## src/hdl/hbq_pkg.sv

```systemverilog
`timescale 1ns / 1ps
package hbq_pkg;

    localparam int MAX_COLUMNS = 64;
    localparam int MAX_ROWS    = 64;

    localparam int CELL_W  = 6;
    localparam int CNT_W   = CELL_W + 1;
    localparam int RES_W   = 16;
    localparam int SMP_W   = 16;
    localparam int HGT_W   = 32;
    localparam int REM_W   = RES_W + CELL_W;
    localparam int NUM_W   = 50;
    localparam int MAG_W   = NUM_W - 1;
    localparam int QUOT_W  = HGT_W - 1;
    localparam int BANK_AW = 2 * (CELL_W - 1);
    localparam int BANK_DEPTH = 2 ** BANK_AW;

    localparam int REG_COUNT = 6;
    localparam int ADDR_W    = $clog2(REG_COUNT) + 2;
    localparam int IDX_W     = ADDR_W - 2;

    localparam logic [IDX_W-1:0] REG_XY_RES  = IDX_W'(0);
    localparam logic [IDX_W-1:0] REG_Z_RES   = IDX_W'(1);
    localparam logic [IDX_W-1:0] REG_LEFT    = IDX_W'(2);
    localparam logic [IDX_W-1:0] REG_BOTTOM  = IDX_W'(3);
    localparam logic [IDX_W-1:0] REG_COLUMNS = IDX_W'(4);
    localparam logic [IDX_W-1:0] REG_ROWS    = IDX_W'(5);

    localparam logic OP_WRITE = 1'b0;
    localparam logic OP_QUERY = 1'b1;

    typedef struct packed {
        logic                    opcode;
        logic [CELL_W-1:0]       sample_col;
        logic [CELL_W-1:0]       sample_row;
        logic signed [SMP_W-1:0] sample_value;
        logic signed [31:0]      query_x;
        logic signed [31:0]      query_y;
    } t_in_item;

    typedef struct packed {
        logic signed [HGT_W-1:0] height;
        logic                    in_range;
    } t_out_item;

    typedef struct packed {
        logic             valid;
        logic             ok;
        logic [RES_W-1:0] frac;
    } t_div_tag;

endpackage

```

## src/hdl/hbq_div.sv

```systemverilog
`timescale 1ns / 1ps
module hbq_div
    import hbq_pkg::*;
(
    input  logic                    i_clk,
    input  logic                    i_rst_n,
    input  logic                    i_en,
    input  logic [RES_W-1:0]        i_divisor,
    input  logic signed [NUM_W-1:0] i_num,
    input  t_div_tag                i_tag,
    output logic signed [HGT_W-1:0] o_quot,
    output t_div_tag                o_tag
);
    logic [MAG_W-1:0]  r_rem  [0:QUOT_W];
    logic [QUOT_W-1:0] r_quot [0:QUOT_W];
    logic              r_neg  [0:QUOT_W];
    t_div_tag          r_tag  [0:QUOT_W];
    logic [MAG_W-1:0]  w_dsh  [0:QUOT_W-1];
    logic signed [NUM_W-1:0] w_abs;
    logic signed [HGT_W-1:0] w_q;

    always_comb begin
        w_abs = i_num[NUM_W-1] ? -i_num : i_num;
        for (int k = 0; k < QUOT_W; k++) begin
            w_dsh[k] = MAG_W'(i_divisor) << (QUOT_W - 1 - k);
        end
    end

    always_ff @(posedge i_clk) begin
        if (!i_rst_n) begin
            for (int k = 0; k <= QUOT_W; k++) begin
                r_tag[k] <= '0;
            end
        end else if (i_en) begin
            r_tag[0] <= i_tag;
            for (int k = 0; k < QUOT_W; k++) begin
                r_tag[k+1] <= r_tag[k];
            end
        end
    end

    // one quotient bit per stage, magnitude only
    always_ff @(posedge i_clk) begin
        if (i_en) begin
            r_rem[0]  <= w_abs[MAG_W-1:0];
            r_quot[0] <= '0;
            r_neg[0]  <= i_num[NUM_W-1];
            for (int k = 0; k < QUOT_W; k++) begin
                r_neg[k+1] <= r_neg[k];
                if (r_rem[k] >= w_dsh[k]) begin
                    r_rem[k+1]  <= r_rem[k] - w_dsh[k];
                    r_quot[k+1] <= r_quot[k] | (QUOT_W'(1) << (QUOT_W - 1 - k));
                end else begin
                    r_rem[k+1]  <= r_rem[k];
                    r_quot[k+1] <= r_quot[k];
                end
            end
        end
    end

    assign w_q    = $signed({1'b0, r_quot[QUOT_W]});
    assign o_quot = r_neg[QUOT_W] ? -w_q : w_q;
    assign o_tag  = r_tag[QUOT_W];
endmodule

```

## config.mk

```make
export PLATFORM = sky130hd
export DESIGN_NAME = hbq_div
export DESIGN_NICKNAME = d
export VERILOG_FILES = /design/src/hdl/hbq_pkg.sv /design/src/hdl/hbq_div.sv
export SDC_FILE = /design/constraint.sdc
export NUM_CORES = 2
export LEC_CHECK = 0
export BUFFER_PORTS_ARGS = -buffer_cell sky130_fd_sc_hd__buf_2
export CAP_MARGIN = 20
export CORE_MARGIN = 2
export CORE_UTILIZATION = 40
export DETAILED_ROUTE_END_ITERATION = 8
export MAX_ROUTING_LAYER = met4
export PLACE_DENSITY = 0.63
export SLEW_MARGIN = 20
export SYNTH_ARGS = -nofsm -noshare
export SYNTH_HDL_FRONTEND = slang
export SYNTH_SLANG_ARGS = --single-unit
export TNS_END_PERCENT = 5
```

## constraint.sdc

```tcl
create_clock -name i_clk -period 42.2 [get_ports i_clk]
set_input_delay 8.44 -clock i_clk [delete_from_list [all_inputs] [get_ports i_clk]]
set_output_delay 8.44 -clock i_clk [all_outputs]
set_load 0.01 [all_outputs]
```

=== After elaboration in Yosys (flattened, before gate mapping) ===
Memories as Yosys holds them, arrays and structs flattened.
Index checks and enable logic that the tools add are counted.
Widths: inputs -> output; s select.

* Memory bits (read-only): 0
* Memories kept: 4
* Output and inout port bits: 50
* Bits of input ports: 87
* Memory bits (writable): 3,168
* Latch bits: 0
* Flip-flop bits (word level): 0
* Word-level logic and storage cells: 449

* Multiplexer cells: 287
* Div/mod/pow operators: 0
* Reduce and logical (&&, ||, !) cells: 0
* Add/sub/neg operators: 33
* Eq/ne operators: 0
* Bitwise gates (word level): 94
* $mul: 0
* Shifts and indexed selects: 0
* Order comparisons: 31

{| class="wikitable"
|+ Memories
! memory !! depth !! bits a word !! rd ports !! clocked after Yosys merged registers in !! write ports !! RTL line !! text
|-
| r_rem || 32 || 49 || 31 || 0 || 32 || hbq_div.sv:14 || <nowiki>logic [MAG_W-1:0] r_rem [0:QUOT_W];</nowiki>
|-
| r_quot || 32 || 31 || 32 || 0 || 32 || hbq_div.sv:15 || <nowiki>logic [QUOT_W-1:0] r_quot [0:QUOT_W];</nowiki>
|-
| r_tag || 32 || 18 || 32 || 0 || 32 || hbq_div.sv:17 || <nowiki>t_div_tag r_tag [0:QUOT_W];</nowiki>
|-
| r_neg || 32 || 1 || 32 || 0 || 32 || hbq_div.sv:16 || <nowiki>logic r_neg [0:QUOT_W];</nowiki>
|}

{| class="wikitable"
|+ Operators by type and width
! cell !! count
|-
| $mux 49 || 32
|-
| $mux 31 || 31
|-
| $mux 18 || 32
|-
| $mux 1 || 191
|-
| $or 1x1->1 || 94
|-
| $ge 49x16->1 || 1
|-
| $ge 49x17->1 || 1
|-
| $ge 49x18->1 || 1
|-
| $ge 49x19->1 || 1
|-
| $ge 49x20->1 || 1
|-
| $ge 49x21->1 || 1
|-
| $ge 49x22->1 || 1
|-
| $ge 49x23->1 || 1
|-
| $ge 49x24->1 || 1
|-
| $ge 49x25->1 || 1
|-
| $ge 49x26->1 || 1
|-
| $ge 49x27->1 || 1
|-
| $ge 49x28->1 || 1
|-
| $ge 49x29->1 || 1
|-
| $ge 49x30->1 || 1
|-
| $ge 49x31->1 || 1
|-
| $ge 49x32->1 || 1
|-
| $ge 49x33->1 || 1
|-
| $ge 49x34->1 || 1
|-
| 46 further kinds || 46
|}

=== Depth between registers and ports, before layout ===
An unclocked memory read counts as a cell.

* Depth after elaboration: 6
* Mapped depth: 15
* Mapped depth without buffers: 13

=== Worst setup path before layout ===
No wires, ideal clock.

* Path kind: input to register
* Start point: input port i_en
* End point: memory r_tag[0][0] (netlist name), enable pin
* Stages: 6
* Setup time: 1.049 ns
* Data arrival time: 23.513 ns
* Slack: 17.638 ns
* Path buffers: 5
* Data required time: 41.151 ns
* Cell sequence: clkbuf_1 > clkbuf_1 > clkbuf_1 > clkbuf_1 > clkbuf_1 > nand2b_1

{| class="wikitable"
|+ RTL lines
! what !! RTL line !! text
|-
| start, declared || hbq_div.sv:7 || <nowiki>input logic i_en,</nowiki>
|-
| end, declared || hbq_div.sv:17 ||
|}

==> impl_metrics.yaml <==
clocking:
  post_cts_buffers: 0
  insertion_delay_ns: 0.91
  postCtsHoldBufs: 0
  cts_tree: "yes"
  root_buffer: "clkbuf_16"
  cts.htree.levels: 5
  cts_resized: 0
  path_clk_slew_ns: 0.06
  cts_sinks: 2623
  numCtsBuffers: 291
  cts_buffer_depth: 4
critical_path:
  worstPathRequired_ns: 42.83
  path_buf_inv: 4
  rrSetupSlack_ns: 37.36
  r2r_start: "r_rem[7][50]$_DFFE_PP_"
  worstSetupStartpointType: "input pin"
  r2r_cells: 13
  cpMaxStageDelayCell: "a2111oi_0"
  r2r-end: "r_rem[7][145]$_DFFE_PP_"
  path_cells: "buf_2, buf_4, inv_2, buf_4, fa_1, a211oi_1, o21ai_0, a211oi_1, o31ai_1, a2111oi_0, nand4_1, or2_2, nor3_1, xor2_1"
  max_stage_delay_ns: 0.72
  worstPathMaxFanout: 21
  critical_path_arrival_ns: 14.05
  crit_type: "in -> reg"
  crit_family: "compound AO/OA/AOI/OAI gates"
  cp-end-kind: "flip-flop"
global_routing:
  antenna_found_initial: 17
  overflow: 0
  grt_max_degree: 244
  grt_pass1_wl_um: 471000
  grt_pass1_vias: 77100
  grt_util_all_layers_pct: 19.7
pwr:
  power_density_nw_per_um2: 60.0
  peakVddDrop_mv: 0.0331
  p_leak_uw: 0.0510
  total_power_uw: 8450
timing:
  fin_crit_ns: 13.42
  worstMarginPinSlew_ns: 1.07
  finalMaxSlewViolations: 0
  max_freq_ghz: 0.0745
  setup_viol: 0
  hold_viol_final: 0
  skew_ns: 0.0694
  rsz0062_at_grt: "false"
  post-route-period-util_pct: 31.8
  max-slew-margin-rel_pct: 28.7
  final.setup.tns_ns: 0
routing:
  drc: 0
  ant_nets: 0
  routedWlPerCell_um: 21.8
  first_pass_iters: 8
  drt_iter0_drc: 7299
  via_per_inst: 5.50
  wl_um: 312000
  vias: 78800
logic_synthesis:
  ys.flop_type: "edfxtp_1"
  synth-xor-area-share_pct: 6.47
  synth_fa_ha_area_share_pct: 5.43
  netlist_area_um2: 126000
  synth_cell_types: 92
  async_flop_share_pct: 0
  syn_inst: 9730
  synth_compound_area_share_pct: 8.20
  synth_simple_gate_area_share_pct: 14.5
  syn_nets: 10300
  netlist.area_leader.share_pct: 62.7
  ys_top_cells_by_count: "2623 x edfxtp_1, 622 x nand2_1, 612 x nor2_1"
  ys_ff_latch: 2623
  ys_seq_area_share_pct: 62.7
  synthTopCellsByArea: "edfxtp_1 63%, ha_1 5.0%, xnor2_1 3.4%"
  synth-edff-count: 2623
  synth.largest_area_cell: "edfxtp_1"
  synthMuxAreaShare_pct: 1.24
  synth_top_family_by_area: "simple AND/OR/NAND/NOR gates"
  synth_most_common_cell: "edfxtp_1"
  avgSynthCellArea_um2: 12.9
  yosys_warnings: 0
cells_and_area:
  fillerInstances: 27900
  utilization_pct: 45.1
  final_nets: 10600
  final_cell_area_um2: 141000
  layout-drive-gt1-share_pct: 8.85
  layout-area-overhead-vs-synth_pct: 12.0
placement:
  dp.final_hpwl_um: 220000
  numPortBuffers: 136
  gp_congestion: 0.925
  post_dp_cell_area_um2: 131000
run_status:
  outcome: "finished, final reports clean"
min_path:
  min_path_type: "reg -> reg"
  min-delay-start: "r_quot[1][363]$_DFFE_PP_"
  whs_endpoint: "r_quot[1][394]$_DFFE_PP_"
  whs_path_depth: 0
floorplanning:
  num_io_pins: 137
  coreArea_um2: 312000
  initial_utilization_pct: 40.2
  die_w_um: 565
  dieArea_um2: 319000
  die_h_um: 565
  rows: 205
job:
  drv_cap: 0
cell usage in the layout (no fill, tap or decap), drive strengths merged, types with 119 or more instances in the layout:
cell,synthesis,routed
a21o,178,178
a21oi,476,476
and2,288,288
and3,368,368
buf,37,224
clkbuf,259,344
clkinv,1,126
edfxtp,2623,2623
ha,498,498
inv,195,209
mux2,132,132
nand2,622,622
nand2b,119,119
nand3,166,166
nor2,613,613
nor3,283,283
nor4,253,253
o21ai,447,447
xnor2,491,491
xor2,438,438
state kept, by name, indices dropped and copies added, names as in the netlist:
| signal | cells |
|---|---|
| r_rem | 1519 |
| r_quot | 496 |
| r_neg | 32 |
| r_tag | 576 |
through the flow:
step                      hold WS (ns)  setup WS, ns  cells
after detailed placement         0.405         27.99  13800
after floorplan                  0.400         17.64   9730
after CTS                        0.394         28.92  14300
after global placement           0.401         28.04  13800
after global routing             0.401         28.64  14300
final                            0.396         28.79  14300
routing by layer:
layer | part of all wire [%] | global-route usage (%) | vias up
li1 | - | - | 37400
met3 | 4.4 | 2.21 | 605
met2 | 49 | 32.8 | 2137
met1 | 43 | 24.9 | 38600
met4 | 3.7 | 7.06 | 0
met5 | 0 | - | -
logic make-up (layout without fill, tap and decap cells):
group	count (synthesis)	in the layout
and+or+nand+nor	3378	3378
DFF	2623	2623
AOI/OAI and AO/OA	1641	1641
xor gates and xnor gates	929	929
adders and majority gates	528	528
buffers and inverters	492	945
muxes	139	139
other	0	6
cell type report:
type,instances,area [um^2],share of cell area [%]
multi-input combinational,6615,45100,32.0
clock buffer,344,7520,5.34
inverter,196,736,0.522
sequential,2623,78800,55.9
antenna,6,15.0,0.0107
clock inverter,181,2030,1.44
timing repair buffer,224,1460,1.04
tap,4140,5180,3.68
report_power, final:
| part | internal (uW) | leakage [uW] | switching (uW) | total, uW |
|---|---|---|---|---|
| combinational | 894 | 0.0204 | 1270 | 2160 |
| clock | 1480 | 0.00464 | 1060 | 2540 |
| sequential | 3420 | 0.0260 | 326 | 3750 |
| total | 5800 | 0.0510 | 2650 | 8450 |
worst max-delay path by stage:
stage,start,to,slack (ns),depth (start not counted)
floorplan,i_en,r_tag[0][0]$_SDFFCE_PN0P_,17.64,6
global placement,i_divisor[1],r_rem[7][141]$_DFFE_PP_,28.04,14
detailed placement,i_divisor[1],r_rem[7][145]$_DFFE_PP_,27.99,14
CTS,i_divisor[1],r_rem[7][145]$_DFFE_PP_,28.92,14
global route,i_divisor[1],r_rem[7][145]$_DFFE_PP_,28.64,14
finish,i_divisor[1],r_rem[7][145]$_DFFE_PP_,28.79,14
No activity file was read; power rests on OpenSTA's default activity.
